**src/sv/csp_pkg.sv**
```systemverilog
// Shared types and constants for the CAN signal packer.
package csp_pkg;

  // Field widths of one signal beat.
  localparam int VAL_W   = 48;
  localparam int FAC_W   = 47;
  localparam int RAW_W   = 48;
  localparam int START_W = 6;
  localparam int LEN_W   = 7;
  localparam int FRAME_W = 64;
  localparam int CNT_W   = 6;

  // Longest signal that fits the 64-bit frame.
  localparam logic [LEN_W-1:0] MAX_LEN = 7'd64;

  // Sequencer states of the top level.
  typedef enum logic [2:0] {
    ST_IDLE,
    ST_CLAMP_LO,
    ST_CLAMP_HI,
    ST_SUB,
    ST_DIV,
    ST_PLACE,
    ST_EMIT
  } csp_state_t;

  // Commands from the sequencer to the bit placer.
  typedef struct packed {
    logic load;
    logic clear;
  } csp_place_cmd_t;

  // Status returned by the bit placer.
  typedef struct packed {
    logic busy;
    logic error;
  } csp_place_stat_t;

endpackage

```
**src/sv/csp_divider.sv**
```systemverilog
// Restoring divider that produces one quotient bit per cycle.
module csp_divider
  import csp_pkg::*;
(
  input  logic             clk,
  input  logic             rst_n,
  input  logic             start,
  input  logic [RAW_W-1:0] dividend,
  input  logic [FAC_W-1:0] divisor,
  output logic             done,
  output logic [RAW_W-1:0] quotient
);

  logic [FAC_W-1:0] div_r;
  logic [FAC_W-1:0] rem_r, rem_nxt;
  logic [RAW_W-1:0] quo_r, quo_nxt;
  logic [CNT_W-1:0] cnt_r, cnt_nxt;
  logic             done_r, done_nxt;
  logic [RAW_W-1:0] trial;
  logic [RAW_W-1:0] diff;
  logic             fits;

  // One restoring step: shift in the next dividend bit and try the subtract.
  // The remainder stays below the divisor, so it fits the divisor width.
  always_comb begin
    trial = {rem_r, quo_r[RAW_W-1]};
    fits  = trial >= {1'b0, div_r};
    diff  = trial - {1'b0, div_r};
  end

  // Next-value logic for the step counter, remainder and quotient.
  always_comb begin
    rem_nxt  = rem_r;
    quo_nxt  = quo_r;
    cnt_nxt  = cnt_r;
    done_nxt = 1'b0;
    if (start) begin
      rem_nxt = '0;
      quo_nxt = dividend;
      cnt_nxt = CNT_W'(RAW_W);
    end else if (cnt_r != '0) begin
      rem_nxt  = fits ? diff[FAC_W-1:0] : trial[FAC_W-1:0];
      quo_nxt  = {quo_r[RAW_W-2:0], fits};
      cnt_nxt  = cnt_r - 1'b1;
      done_nxt = (cnt_r == CNT_W'(1));
    end
  end

  // Control registers.
  always_ff @(posedge clk) begin
    if (!rst_n) begin
      cnt_r  <= '0;
      done_r <= 1'b0;
    end else begin
      cnt_r  <= cnt_nxt;
      done_r <= done_nxt;
    end
  end

  // Datapath registers.
  always_ff @(posedge clk) begin
    rem_r <= rem_nxt;
    quo_r <= quo_nxt;
    if (start) begin
      div_r <= divisor;
    end
  end

  assign done     = done_r;
  assign quotient = quo_r;

`ifndef SYNTHESIS
  // A finished division follows the last step of the counter.
  a_done_after_last: assert property (@(posedge clk) disable iff (!rst_n)
    done_r |-> cnt_r == '0)
    else $error("divider done without finishing its steps");

  // A start loads the full step count.
  a_start_loads: assert property (@(posedge clk) disable iff (!rst_n)
    start |=> cnt_r == CNT_W'(RAW_W))
    else $error("divider start did not load the step count");

  // The remainder never reaches the divisor while steps run.
  a_rem_below: assert property (@(posedge clk) disable iff (!rst_n)
    (cnt_r != '0 && !$past(start)) |-> rem_r < div_r)
    else $error("divider remainder out of range");
`endif

endmodule

```
**src/sv/csp_placer.sv**
```systemverilog
// Serial bit placer that ORs raw bits into the frame accumulator.
module csp_placer
  import csp_pkg::*;
#(
  parameter int NBYTES = 8
) (
  input  logic               clk,
  input  logic               rst_n,
  input  csp_place_cmd_t     cmd,
  input  logic [RAW_W-1:0]   raw,
  input  logic [START_W-1:0] start_bit,
  input  logic [LEN_W-1:0]   bit_length,
  input  logic               motorola_order,
  output csp_place_stat_t    stat,
  output logic [FRAME_W-1:0] frame
);

  logic [FRAME_W-1:0] acc_r, acc_nxt;
  logic               err_r, err_nxt;
  logic [RAW_W-1:0]   raw_r, raw_nxt;
  logic [LEN_W-1:0]   cnt_r, cnt_nxt;
  logic [4:0]         byte_r, byte_nxt;
  logic [2:0]         bit_r, bit_nxt;
  logic               moto_r, moto_nxt;
  logic               in_frame;
  logic [5:0]         pos;

  // The byte index runs from minus one to eight; both ends stay put.
  always_comb begin
    in_frame = !byte_r[4] && (byte_r < 5'(NBYTES));
    pos      = {byte_r[2:0], bit_r};
  end

  // One raw bit placed per cycle while the count runs.
  always_comb begin
    acc_nxt  = acc_r;
    err_nxt  = err_r;
    raw_nxt  = raw_r;
    cnt_nxt  = cnt_r;
    byte_nxt = byte_r;
    bit_nxt  = bit_r;
    moto_nxt = moto_r;
    if (cmd.clear) begin
      acc_nxt = '0;
      err_nxt = 1'b0;
    end else if (cmd.load) begin
      raw_nxt  = raw;
      cnt_nxt  = (bit_length > MAX_LEN) ? MAX_LEN : bit_length;
      byte_nxt = {2'b00, start_bit[5:3]};
      bit_nxt  = start_bit[2:0];
      moto_nxt = motorola_order;
    end else if (cnt_r != '0) begin
      if (in_frame) begin
        acc_nxt[pos] = acc_r[pos] | raw_r[0];
      end else begin
        err_nxt = 1'b1;
      end
      raw_nxt = {1'b0, raw_r[RAW_W-1:1]};
      cnt_nxt = cnt_r - 1'b1;
      bit_nxt = bit_r + 1'b1;
      if (bit_r == 3'd7) begin
        if (moto_r) begin
          if (!byte_r[4]) begin
            byte_nxt = byte_r - 1'b1;
          end
        end else if (byte_r != 5'd8) begin
          byte_nxt = byte_r + 1'b1;
        end
      end
    end
  end

  // Frame state and count are control state cleared by reset.
  always_ff @(posedge clk) begin
    if (!rst_n) begin
      acc_r <= '0;
      err_r <= 1'b0;
      cnt_r <= '0;
    end else begin
      acc_r <= acc_nxt;
      err_r <= err_nxt;
      cnt_r <= cnt_nxt;
    end
  end

  // Working registers of the current signal.
  always_ff @(posedge clk) begin
    raw_r  <= raw_nxt;
    byte_r <= byte_nxt;
    bit_r  <= bit_nxt;
    moto_r <= moto_nxt;
  end

  assign stat.busy  = (cnt_r != '0);
  assign stat.error = err_r;
  assign frame      = acc_r;

`ifndef SYNTHESIS
  // A clear empties the frame and the error flag.
  a_clear_empties: assert property (@(posedge clk) disable iff (!rst_n)
    cmd.clear |=> acc_r == '0 && !err_r)
    else $error("placer clear left frame state behind");

  // The count never exceeds the frame width.
  a_cnt_range: assert property (@(posedge clk) disable iff (!rst_n)
    cnt_r <= MAX_LEN)
    else $error("placer count out of range");

  // Placing a bit only ever sets frame bits.
  a_acc_grows: assert property (@(posedge clk) disable iff (!rst_n)
    (cnt_r != '0 && !cmd.clear && !cmd.load) |=> (acc_r & $past(acc_r)) == $past(acc_r))
    else $error("placer dropped a frame bit");
`endif

endmodule

```
**src/sv/can_signal_packer.sv**
```systemverilog
// Top level of the CAN signal packer: sequencer, output register and units.
//
// One signal descriptor is accepted per beat while the block is idle; the
// value is clamped, reduced by the offset and divided by the scale factor,
// and its raw bits are ORed into an 8-byte frame one bit per cycle. A signal
// is captured, clamped to the lower and then the upper limit and reduced by
// the offset; the bit-serial divider runs only when the offset-reduced value
// is positive, then the serial placer places bit_length bits (bit_length
// saturates at 64), and a last signal hands off its frame beat, waiting while
// the output register is still stalled. in_stall stays high from the
// accepting edge until the sequencer is idle. A frame beat waits in an
// output register; bits placed outside the frame are dropped and reported
// by placement_error with that frame.
module can_signal_packer
  import csp_pkg::*;
#(
  parameter int FRAME_BYTES = 8
) (
  input  logic                      clk,
  input  logic                      rst_n,
  input  logic                      in_valid,
  output logic                      in_stall,
  input  logic signed [VAL_W-1:0]   in_physical_value,
  input  logic signed [VAL_W-1:0]   in_min_limit,
  input  logic signed [VAL_W-1:0]   in_max_limit,
  input  logic signed [VAL_W-1:0]   in_value_offset,
  input  logic [FAC_W-1:0]          in_scale_factor,
  input  logic [START_W-1:0]        in_start_bit,
  input  logic [LEN_W-1:0]          in_bit_length,
  input  logic                      in_motorola_order,
  input  logic                      in_last_signal,
  output logic                      out_valid,
  input  logic                      out_stall,
  output logic [FRAME_W-1:0]        out_frame_data,
  output logic                      out_placement_error
);

  localparam int NBYTES = (FRAME_BYTES < 8) ? FRAME_BYTES : 8;

  csp_state_t state_r, state_nxt;

  logic signed [VAL_W-1:0] v_r, v_nxt;
  logic signed [VAL_W-1:0] lo_r, hi_r, off_r;
  logic [FAC_W-1:0]        fac_r;
  logic [START_W-1:0]      start_r;
  logic [LEN_W-1:0]        len_r;
  logic                    moto_r;
  logic                    last_r;

  logic signed [VAL_W:0]   diff;
  logic                    diff_pos;

  logic                    div_start;
  logic                    div_done;
  logic [RAW_W-1:0]        quotient;
  logic [RAW_W-1:0]        place_raw;

  csp_place_cmd_t          pcmd;
  csp_place_stat_t         pstat;
  logic [FRAME_W-1:0]      frame;

  logic                    out_valid_r, out_valid_nxt;
  logic [FRAME_W-1:0]      out_data_r;
  logic                    out_err_r;
  logic                    out_free;
  logic                    in_take;

  assign in_take  = in_valid && (state_r == ST_IDLE);
  assign out_free = !out_valid_r || !out_stall;

  // Offset subtraction; positive only when nonzero and sign clear.
  always_comb begin
    diff     = {v_r[VAL_W-1], v_r} - {off_r[VAL_W-1], off_r};
    diff_pos = !diff[VAL_W] && (diff != '0);
  end

  // Next state.
  always_comb begin
    state_nxt = state_r;
    case (state_r)
      ST_IDLE:     if (in_valid) state_nxt = ST_CLAMP_LO;
      ST_CLAMP_LO: state_nxt = ST_CLAMP_HI;
      ST_CLAMP_HI: state_nxt = ST_SUB;
      ST_SUB:      state_nxt = diff_pos ? ST_DIV : ST_PLACE;
      ST_DIV:      if (div_done) state_nxt = ST_PLACE;
      ST_PLACE: begin
        if (!pstat.busy) begin
          state_nxt = last_r ? ST_EMIT : ST_IDLE;
        end
      end
      ST_EMIT:     if (out_free) state_nxt = ST_IDLE;
      default:     state_nxt = ST_IDLE;
    endcase
  end

  // Sequencer outputs to the units.
  always_comb begin
    div_start  = 1'b0;
    pcmd.load  = 1'b0;
    pcmd.clear = 1'b0;
    place_raw  = quotient;
    case (state_r)
      ST_SUB: begin
        div_start = diff_pos;
        pcmd.load = !diff_pos;
        place_raw = '0;
      end
      ST_DIV:  pcmd.load  = div_done;
      ST_EMIT: pcmd.clear = out_free;
      default: ;
    endcase
  end

  // Clamp: raise to the lower limit, then lower to the upper limit.
  always_comb begin
    v_nxt = v_r;
    case (state_r)
      ST_IDLE:     v_nxt = in_physical_value;
      ST_CLAMP_LO: if (v_r < lo_r) v_nxt = lo_r;
      ST_CLAMP_HI: if (v_r > hi_r) v_nxt = hi_r;
      default:     ;
    endcase
  end

  // Output register next valid.
  always_comb begin
    out_valid_nxt = out_valid_r;
    if (!out_stall) begin
      out_valid_nxt = 1'b0;
    end
    if (state_r == ST_EMIT && out_free) begin
      out_valid_nxt = 1'b1;
    end
  end

  // Control registers.
  always_ff @(posedge clk) begin
    if (!rst_n) begin
      state_r     <= ST_IDLE;
      out_valid_r <= 1'b0;
    end else begin
      state_r     <= state_nxt;
      out_valid_r <= out_valid_nxt;
    end
  end

  // Captured descriptor and output payload.
  always_ff @(posedge clk) begin
    v_r <= v_nxt;
    if (in_take) begin
      lo_r    <= in_min_limit;
      hi_r    <= in_max_limit;
      off_r   <= in_value_offset;
      fac_r   <= (in_scale_factor == '0) ? FAC_W'(1) : in_scale_factor;
      start_r <= in_start_bit;
      len_r   <= in_bit_length;
      moto_r  <= in_motorola_order;
      last_r  <= in_last_signal;
    end
    if (state_r == ST_EMIT && out_free) begin
      out_data_r <= frame;
      out_err_r  <= pstat.error;
    end
  end

  csp_divider u_div (
    .clk      (clk),
    .rst_n    (rst_n),
    .start    (div_start),
    .dividend (diff[RAW_W-1:0]),
    .divisor  (fac_r),
    .done     (div_done),
    .quotient (quotient)
  );

  csp_placer #(
    .NBYTES (NBYTES)
  ) u_place (
    .clk            (clk),
    .rst_n          (rst_n),
    .cmd            (pcmd),
    .raw            (place_raw),
    .start_bit      (start_r),
    .bit_length     (len_r),
    .motorola_order (moto_r),
    .stat           (pstat),
    .frame          (frame)
  );

  assign in_stall            = (state_r != ST_IDLE);
  assign out_valid           = out_valid_r;
  assign out_frame_data      = out_data_r;
  assign out_placement_error = out_err_r;

`ifndef SYNTHESIS
  // An accepted beat starts the clamp sequence.
  a_accept_starts: assert property (@(posedge clk) disable iff (!rst_n)
    (in_valid && !in_stall) |=> state_r == ST_CLAMP_LO)
    else $error("accepted beat did not start the sequence");

  // The divider only finishes while the sequencer waits for it.
  a_div_done_state: assert property (@(posedge clk) disable iff (!rst_n)
    div_done |-> state_r == ST_DIV)
    else $error("divider finished outside the divide state");

  // The placer only runs while the sequencer is in the place state.
  a_place_state: assert property (@(posedge clk) disable iff (!rst_n)
    pstat.busy |-> state_r == ST_PLACE)
    else $error("placer busy outside the place state");

  // An emitted frame shows up as a valid beat and frees the block.
  a_emit_out: assert property (@(posedge clk) disable iff (!rst_n)
    (state_r == ST_EMIT && out_free) |=> out_valid && state_r == ST_IDLE)
    else $error("frame beat not presented after emit");
`endif

endmodule

```
**config.mk**
```make
export PLATFORM = sky130hd
export DESIGN_NAME = can_signal_packer
export DESIGN_NICKNAME = d
export VERILOG_FILES = /design/src/sv/csp_pkg.sv /design/src/sv/csp_divider.sv /design/src/sv/csp_placer.sv /design/src/sv/can_signal_packer.sv
export SDC_FILE = /design/constraint.sdc
export NUM_CORES = 1
export LEC_CHECK = 0
export ABC_AREA = 1
export BUFFER_PORTS_ARGS = -buffer_cell sky130_fd_sc_hd__buf_2
export CELL_PAD_IN_SITES_DETAIL_PLACEMENT = 0
export CELL_PAD_IN_SITES_GLOBAL_PLACEMENT = 2
export CORE_ASPECT_RATIO = 0.8
export CORE_MARGIN = 2
export CORE_UTILIZATION = 39
export DETAILED_ROUTE_END_ITERATION = 10
export HOLD_SLACK_MARGIN = 0.03
export PLACE_DENSITY_LB_ADDON = 0.25
export SYNTH_ARGS = -nofsm -noshare
export SYNTH_HDL_FRONTEND = slang
export SYNTH_SLANG_ARGS = --single-unit
```
**constraint.sdc**
```tcl
create_clock -name clk -period 22.3 [get_ports clk]
set_input_delay 5.575 -clock clk [delete_from_list [all_inputs] [get_ports clk]]
set_output_delay 5.575 -clock clk [all_outputs]
set_load 0.02 [all_outputs]
```
Yosys cells after proc, flatten, opt, wreduce, memory -nomap -nowiden:

Index checks and enable logic that the tools add are counted.

* register bits: 601
* input bits: 258
* output and inout bits: 67
* word-level logic and storage cells: 137

* add/subtract/negate cells: 7
* $lt $le $gt $ge: 7
* equal/unequal tests: 17
* multiplexer cells: 39
* bitwise logic cells: 6
* reductions and logical operators: 33

Operator list (count)
* 48-bit two-way mux: 7
* 48-bit case mux with 3 select lines: 1
* 64-bit bitwise mux: 1
* 49-bit nonzero test: 1
* 48-bit by 48-bit subtractor with 49-bit output: 1
* 48-bit by 47-bit >= comparator with 1-bit output: 1
* 48-bit greater-than comparator: 1
* 48-bit less-than comparator: 1
* 47-bit zero test: 1
* 47-bit two-way mux: 1
* 47-bit subtractor: 1
* 5-bit two-way mux: 5
* 3-bit two-way mux: 8
* 7-bit two-way mux: 3
* 3-bit case mux with 7 select lines: 1
* 3-bit equality test, second input constant: 4
* 6-bit two-way mux: 2
* 2-bit inequality test, second input constant: 5
* 3-bit AND reduction: 3
* 3-bit nonzero test: 3
* 4-bit AND reduction: 2
* 7-bit greater-than comparator, second input constant: 1
* 6-bit by 7-bit less-than comparator with 1-bit output, second input constant: 1
* 1-bit two-way mux: 7
* other kinds (29): 47

Longest topological paths before layout:

Gate-level depths: netlist of the first run.

* depth in word-level cells: 7
* mapped depth: 27
* depth with buffers taken out: 26

Hierarchy:

Synthesis of the first run repeated with hierarchy kept, for this count alone.

* cell total of the unflattened synthesis: 4616
* area, all modules: 35679.2 sq um

Modules (own cells, without submodules)
* can_signal_packer: times used 1, cells each 1996, area each 18192.4 sq um
* csp_divider: times used 1, cells each 1560, area each 10286.1 sq um
* csp_placer: times used 1, cells each 1060, area each 7200.7 sq um

Worst setup path before layout of the first run:

OpenSTA, ideal clock, no wires.

* path type: input port to flip-flop
* start: in in_valid
* end: reg fac_r[0] (enable)
* arrival: 14.075 ns
* required time: 21.523 ns
* slack: 7.449 ns
* stages on the path: 2
* path buffers: 0
* cells stage by stage: inv_1 nor2_1

* longest elaborated chain between the ends: 1

Ends and longest elaborated chain
* from (decl): RTL line can_signal_packer.sv:21 `input logic in_valid,`
* 1-bit logical AND: RTL line can_signal_packer.sv:68 `assign in_take = in_valid && (state_r == ST_IDLE);`
* net in_take: RTL line can_signal_packer.sv:66 `logic in_take;`
* to (signal assigned): RTL line can_signal_packer.sv:154 `fac_r <= (in_scale_factor == '0) ? FAC_W'(1) : in_scale_factor;`
* to (decl): RTL line can_signal_packer.sv:44 `logic [FAC_W-1:0] fac_r;`

The timed path passes the listed nets, and every way through them passes these cells.
A chain may end at the register's enable or synchronous reset.

Worst setup path in the final report of the first run:

* start: reg state_r[2]
* end: out in_stall

* longest elaborated chain between the ends: 1

Ends and longest elaborated chain
* from (decl): RTL line can_signal_packer.sv:40 `csp_state_t state_r, state_nxt;`
* from (signal assigned): RTL line can_signal_packer.sv:142 `state_r <= state_nxt;`
* 3-bit nonzero test: RTL line can_signal_packer.sv:190 `assign in_stall = (state_r != ST_IDLE);`
* to (decl): RTL line can_signal_packer.sv:22 `output logic in_stall,`

No other way between the ends.

==> out/results.md, run 1 <==
* run status: finished clean
* DR DRC count: 0
* setup-violating endpoint count in the final report: 0
* hpwl dp: 71700 um
* Peak supply drop: 0.0000903 V
* type of element launching the critical path: register
* Clock Skews: 0.0317 ns
* Critical Path, Cell by Cell: inv_1 -> nand2_1 -> buf_2
* height of the chip: 266 um
* flip-flop and latch count after synthesis: 601
* startpoint of the worst hold path: fac_r[6]
* Synth top area share: 42.3%
* ratio of routed vias to standard cells: 4.91
* # fillers: 8641
* share of async-settable or async-resettable flops after synthesis: 0%
* Critical Path Slowest Stage Cell: dfxtp_1
* critical path's top delay family: flip-flops
* weighted congestion at the end of routability-driven global placement: 0.849
* number of nets in the synthesized netlist: 4404
* count of cells resized by post-cts repair: 0
* dominant cell type by area after synthesis: edfxtp_1
* share of the yosys chip area belonging to registers: 50.1%
* Tightest Pin Transition: 1.12 ns
* EDFF count, synth: 471
* maximum number of pins on one net before global-route repair: 95
* top cells by area in the synthesized netlist: edfxtp_1 (42%), nand2_1 (11%), dfxtp_1 (7.8%)
* final period demand of the worst path: 7.10 ns
* core region area: 85300 sq um
* leftover overflow at the end of global routing: 0
* worst reg-to-reg setup slack: 16.40 ns
* post-cts hold buffer count: 0
* most frequently used flop master after synthesis: edfxtp_1
* io pins: 325
* CTS clk-pin slew, worst paths: 0.06 ns
* depth of the worst hold-timing path: 0
* post-route cell area: 38300 sq um
* cell leakage power: 0.0172 uW
* post-CTS repair timing setup buffer count: 0
* RSZ-0062 raised after global routing: false
* number of antenna violations at the first check in global routing: 0
* Vias: 26499
* Horiz. Die Dim: 331 um
* worst min-delay path endpoint: u_div.div_r[6]
* maximum operating frequency: 141 MHz
* std cell rows: 96
* Wirelength per Cell: 17.8 um
* Antenna diodes: 0
* number of port buffers: 324
* iteration-0 DRC count of the detailed router: 1666
* maximum capacitance violations: 0
* via count of the first global-routing pass: 25935
* area growth from synthesis to layout: 14.6%
* CTS root buf: clkbuf_16
* Arrival @ worst endpoint: 1.52 ns
* floorplan die area: 88100 sq um
* Mapped Area: 33400 sq um
* clock tree from TritonCTS: done
* synth warn: 0
* Placed Instance Area: 36100 sq um
* Power Dens Cells: 138 nW/um^2
* initial core utilization: 39.2%
* fraction of layout cells with a size suffix above 1: 11.8%
* router iterations before antenna repair: 5
* overall routed net length: 95900 um
* insertion delay to the later sink of the worst-skew pair: 0.64 ns
* average cell area after synthesis: 8.47 sq um
* remaining number of nets flagged by the antenna check after routing: 0
* share of the cycle needed by the critical path after routing: 31.8%
* deepest level of the CTS H-tree: 3
* count of buffer and inverter cells on the critical path: 2
* worst-case reg-to-reg path depth: 16
* Net count, final: 4672
* number of distinct library cell variants in the gate-level netlist after synthesis: 53
* worst reg2reg startpoint: v_r[47]
* fin. max-slew vios: 0
* final-report hold violation count: 0
* CP endpoint kind: output pin
* sum of negative setup slack: 0 ns
* Min-Delay Path Class: reg -> reg
* global router's overall resource usage: 21.7%
* reg2reg end: v_r[23]
* number of clock sinks: 601
* category of the critical setup timing path: reg -> out
* Max-slew headroom: 24.8%
* CP Data Required Time: 16.73 ns
* clock buffers created by TritonCTS: 68
* synthesized instance count: 3946
* peak per-stage delay on the critical path: 0.35 ns
* Clock Path Buffers: 3
* worst-path maximum fanout: 6
* global-route wire length before repair: 150000 um
[cell type report]
type,instances,area [sq um],share of cell area [%]
Sequential cell,601,16700,43.7
Multi-Input combinational cell,2554,13700,35.7
Inverter,642,2410,6.29
Clock buffer,88,1840,4.80
Timing Repair Buffer,347,1790,4.68
Tap cell,1127,1410,3.68
Clock inverter,37,424,1.11
[registers in the layout (all words and copies together), names as in the netlist, 3 cells and up]
name            flops
u_place.bit_r       3
fac_r              47
u_place.raw_r      48
len_r               7
u_place.cnt_r       7
u_place.frame      64
state_r             3
v_r                48
hi_r               48
u_place.byte_r      5
out_frame_data     64
off_r              48
u_div.quotient     48
u_div.rem_r        47
u_div.div_r        47
lo_r               48
u_div.cnt_r         6
start_r             6
[power breakdown]
part	internal [uW]	switching [uW]	leakage (uW)
clock network	662	483	0.00110
registers	1580	176	0.00550
logic	768	1630	0.0107
[worst reg2reg max path: cells and delay by family (launching register included)]
kind | cells | cell delay, ns
adder cells (fa/ha/maj) | 1 | 0.44
buffers and inverters | 3 | 0.68
AO/OA/AOI/OAI | 4 | 1.89
flip-flops | 1 | 0.49
AND/OR/NAND/NOR | 7 | 1.83
XOR/XNOR | 1 | 0.18
[cell usage after synthesis (all sizes together) (43+ instances only)]
| master | count |
|---|---|
| clkbuf | 107 |
| o211ai | 52 |
| nand2 | 996 |
| o21ai | 104 |
| nand4 | 46 |
| a21oi | 235 |
| nor3 | 43 |
| nor2 | 362 |
| edfxtp | 471 |
| inv | 639 |
| o221ai | 60 |
| nand3 | 272 |
| dfxtp | 130 |
| ha | 198 |
[worst max-delay path by stage]
stage / endpoint / cells past startpoint / slack [ns] / startpoint
floorplan: fac_r[0] / 2 / 7.45 / in_valid
global placement: hi_r[20] / 5 / 14.70 / in_valid
detailed placement: lo_r[19] / 5 / 14.63 / in_valid
CTS: in_stall / 3 / 15.15 / state_r[2]
global route: in_stall / 3 / 15.09 / state_r[2]
finish: in_stall / 3 / 15.20 / state_r[2]
[stage by stage]
| step | std cells | worst slack [ns] | power (uW) | utilization, % | hold WS (ns) |
|---|---|---|---|---|---|
| after CTS | 5396 | 15.15 | 5350 | 44.9 | 0.417 |
| final | 5396 | 15.20 | 5300 | 44.9 | 0.414 |
| after floorplan | 3946 | 7.45 | 3440 | - | 0.400 |
| after detailed placement | 5271 | 14.63 | 4180 | 42.3 | 0.405 |
| after global placement | 5271 | 14.70 | 4170 | 42.3 | 0.405 |
| after global routing | 5396 | 15.09 | 5750 | 44.9 | 0.420 |
[kinds of logic after synthesis]
logic type	after synthesis	synth area share, %
adder cells (fa/ha/maj)	200	7.53
buffers and inverters	791	9.26
AND/OR/NAND/NOR	1746	21.5
XOR/XNOR	54	1.41
flip-flops	601	50.1
multiplexers	3	0.101
AO/OA/AOI/OAI	551	10.1
[layout by cell type, fill, tap and decap left out, drive strengths merged, types with 2 or more instances in the layout]
cell      count
nand2       996
inv         644
edfxtp      471
nor2        362
buf         347
nand3       272
a21oi       235
ha          198
dfxtp       130
o21ai       104
clkbuf       88
o221ai       60
o211ai       52
nand4        46
nor3         43
xnor2        30
clkinv       26
xor2         24
nor4         17
a31oi        16
o21bai       14
o21a         13
a22oi        11
a211oi       10
a22o          8
a221oi        6
or2           6
bufinv        6
a21o          5
a21boi        5
a31o          4
mux2          3
clkinvlp      3
o22ai         2
a311oi        2
fa            2
[per-layer routing]
metal	track usage [%]	share of wire (%)	routed length, um
met4	4.73	1.8	1710
met3	3.64	5.0	4790
met2	32.5	42	40400
met5	0	0	0
met1	32.6	51	49000
(Power assumes the default switching activity.)
==> run 2, diff against run 1 <==
--- a/config.mk
+++ b/config.mk
@@ -11,7 +11,7 @@
 export CELL_PAD_IN_SITES_GLOBAL_PLACEMENT = 2
 export CORE_ASPECT_RATIO = 0.8
 export CORE_MARGIN = 2
-export CORE_UTILIZATION = 39
+export CORE_UTILIZATION = 37
 export DETAILED_ROUTE_END_ITERATION = 10
 export HOLD_SLACK_MARGIN = 0.03
 export PLACE_DENSITY_LB_ADDON = 0.25
==> constraint.sdc (replaced) <==
create_clock -name clk -period 6.8 [get_ports clk]
set_input_delay 1.7 -clock clk [delete_from_list [all_inputs] [get_ports clk]]
set_output_delay 1.7 -clock clk [all_outputs]
set_load 0.02 [all_outputs]
==> out/results.md, run 2 (synthesis gave the netlist of run 1 again) <==
* clock tree from TritonCTS: done
* router iterations before antenna repair: 6, +1
* Register Area: 16700 sq um, unchanged
* area growth from synthesis to layout: 14.9%
* number of port buffers: 324, unchanged
* post-cts hold buffer count: 0, unchanged
* Clock Path Buffers: 3, unchanged
* CP endpoint kind: register
* count of cells resized by post-cts repair: 0, unchanged
* CTS clk-pin slew, worst paths: 0.06 ns, about the same
* hpwl dp: 73600 um, +2.7%
* number of clock sinks: 601, unchanged
* core region area: 89400 sq um, +4.8%
* fin. max-slew vios: 0, unchanged
* maximum capacitance violations: 0, unchanged
* Arrival @ worst endpoint: 5.26 ns, +3.74 ns
* Net count, final: 4673, +0.021%
* floorplan die area: 92800 sq um, +5.3%
* io pins: 325, unchanged
* type of element launching the critical path: register
* CTS root buf: clkbuf_16
* insertion delay to the later sink of the worst-skew pair: 0.63 ns, about the same
* remaining number of nets flagged by the antenna check after routing: 0, unchanged
* Peak supply drop: 0.000269 V, +200%
* # fillers: 9172, +6.1%
* clock buffers created by TritonCTS: 68, unchanged
* weighted congestion at the end of routability-driven global placement: 0.864, +1.7%
* Core Util, Final: 43.0%, -2.0 points
* global router's overall resource usage: 20.7%, -0.94 points
* Vias: 26467, -0.12%
* worst-path maximum fanout: 53, +47
* Max-slew headroom: 27.4%, +2.6 points
* run status: finished clean
* number of antenna violations at the first check in global routing: 2, +2
* CP Data Required Time: 7.07 ns, -9.66 ns
* fraction of layout cells with a size suffix above 1: 11.9%, +0.13 points
* global-route wire length before repair: 150000 um, +0.11%
* Wirelength per Cell: 17.9 um, +0.47%
* final period demand of the worst path: 4.98 ns
* height of the chip: 273 um, +2.6%
* Clock Skews: 0.0289 ns, -0.00276 ns
* maximum number of pins on one net before global-route repair: 129, +36%
* most common cell after layout, fill and taps aside: nand2_1
* final-report hold violation count: 0, unchanged
* RSZ-0062 raised after global routing: false
* share of the cycle needed by the critical path after routing: 73.3%
* ratio of routed vias to standard cells: 4.84, -1.4%
* Min-Delay Path Class: reg -> reg
* DR DRC count: 0, unchanged
* initial core utilization: 37.4%, -1.8 points
* maximum operating frequency: 201 MHz
* category of the critical setup timing path: reg -> reg
* sum of negative setup slack: 0 ns, unchanged
* Horiz. Die Dim: 340 um, +2.6%
* area of the multi-input gates: 13700 sq um, unchanged
* cell leakage power: 0.0172 uW, about the same
* deepest level of the CTS H-tree: 3, unchanged
* setup-violating endpoint count in the final report: 0, unchanged
* leftover overflow at the end of global routing: 0, unchanged
* post-CTS repair timing setup buffer count: 0, unchanged
* commonest cells after routing, fill and taps aside: nand2_1 (989), inv_1 (630), edfxtp_1 (471)
* iteration-0 DRC count of the detailed router: 1855, +11%
* via count of the first global-routing pass: 25432, -1.9%
* std cell rows: 98, +2.1%
* overall routed net length: 97600 um, +1.8%
* Power Dens Cells: 450 nW/um^2, +230%
* Tightest Pin Transition: 1.08 ns, -0.0350 ns
==> run 2: final timing paths <==
path	start	end	slack, ns	depth (start not counted)
worst max-delay path	v_r[0]	u_place.raw_r[3]	1.82	23
worst min register to register	fac_r[40]	u_div.div_r[40]	0.41	0
worst max register to register	v_r[0]	u_place.raw_r[3]	1.82	23
worst min-delay path	fac_r[40]	u_div.div_r[40]	0.41	0
==> run 2: report_power, final <==
part           total [uW]  switching, uW  leakage, uW  internal (uW)
clock network        3650           1590      0.00106           2060
registers            5740            545      0.00550           5190
logic                7910           5370       0.0107           2540
total               17300           7500       0.0172           9800
==> run 2: critical path, stage by stage, from the launching register on <==
cell and delay [ns]:
edfxtp_1 0.32, inv_1 0.07, ha_1 0.23, fa_1 0.45, inv_1 0.20, nand3_1 0.12, nand2_1 0.20, nand2_1 0.07
nand2_1 0.13, nand3_1 0.08, nand2_1 0.11, nand2_1 0.13, nand3_1 0.09, nand2_1 0.11, nor2_1 0.12, nand2_1 0.06
nor2_1 0.10, nand2_1 0.08, o21bai_2 0.26, nand2_4 0.40, nand2_4 0.40, nor2_1 0.13, inv_2 0.33, buf_4 0.42
==> run 2: final cells by class <==
class	instances	share of cell area, %
Sequential cell	601	43.6
Multi-Input combinational cell	2554	35.6
Clock inverter	41	1.10
Tap cell	1200	3.91
Antenna cell	1	0.00652
Timing Repair Buffer	348	4.82
Inverter	642	6.28
Clock buffer	78	4.64
==> run 2: routing by layer <==
| layer | vias up | GRT usage (%) | routed length (um) |
|---|---|---|---|
| met5 | - | 0 | 12 |
| met4 | 2 | 5.00 | 1970 |
| met3 | 106 | 3.08 | 4350 |
| li1 | 13663 | - | - |
| met1 | 12131 | 31.5 | 50300 |
| met2 | 565 | 30.9 | 40900 |
==> run 2: per-stage QoR <==
| stage | worst slack (ns) | hold slack, ns | cells | total power [uW] | cell area (sq um) |
|---|---|---|---|---|---|
| after detailed placement | 1.73 | 0.405 | 5345 | 13700 | 36200 |
| after global routing | 1.32 | 0.424 | 5464 | 18700 | 38400 |
| after CTS | 1.72 | 0.412 | 5464 | 17500 | 38400 |
| final | 1.82 | 0.409 | 5465 | 17300 | 38400 |
| after floorplan | 0.503 | 0.400 | 3946 | 11200 | 33400 |
| after global placement | 1.73 | 0.400 | 5345 | 13700 | 36200 |
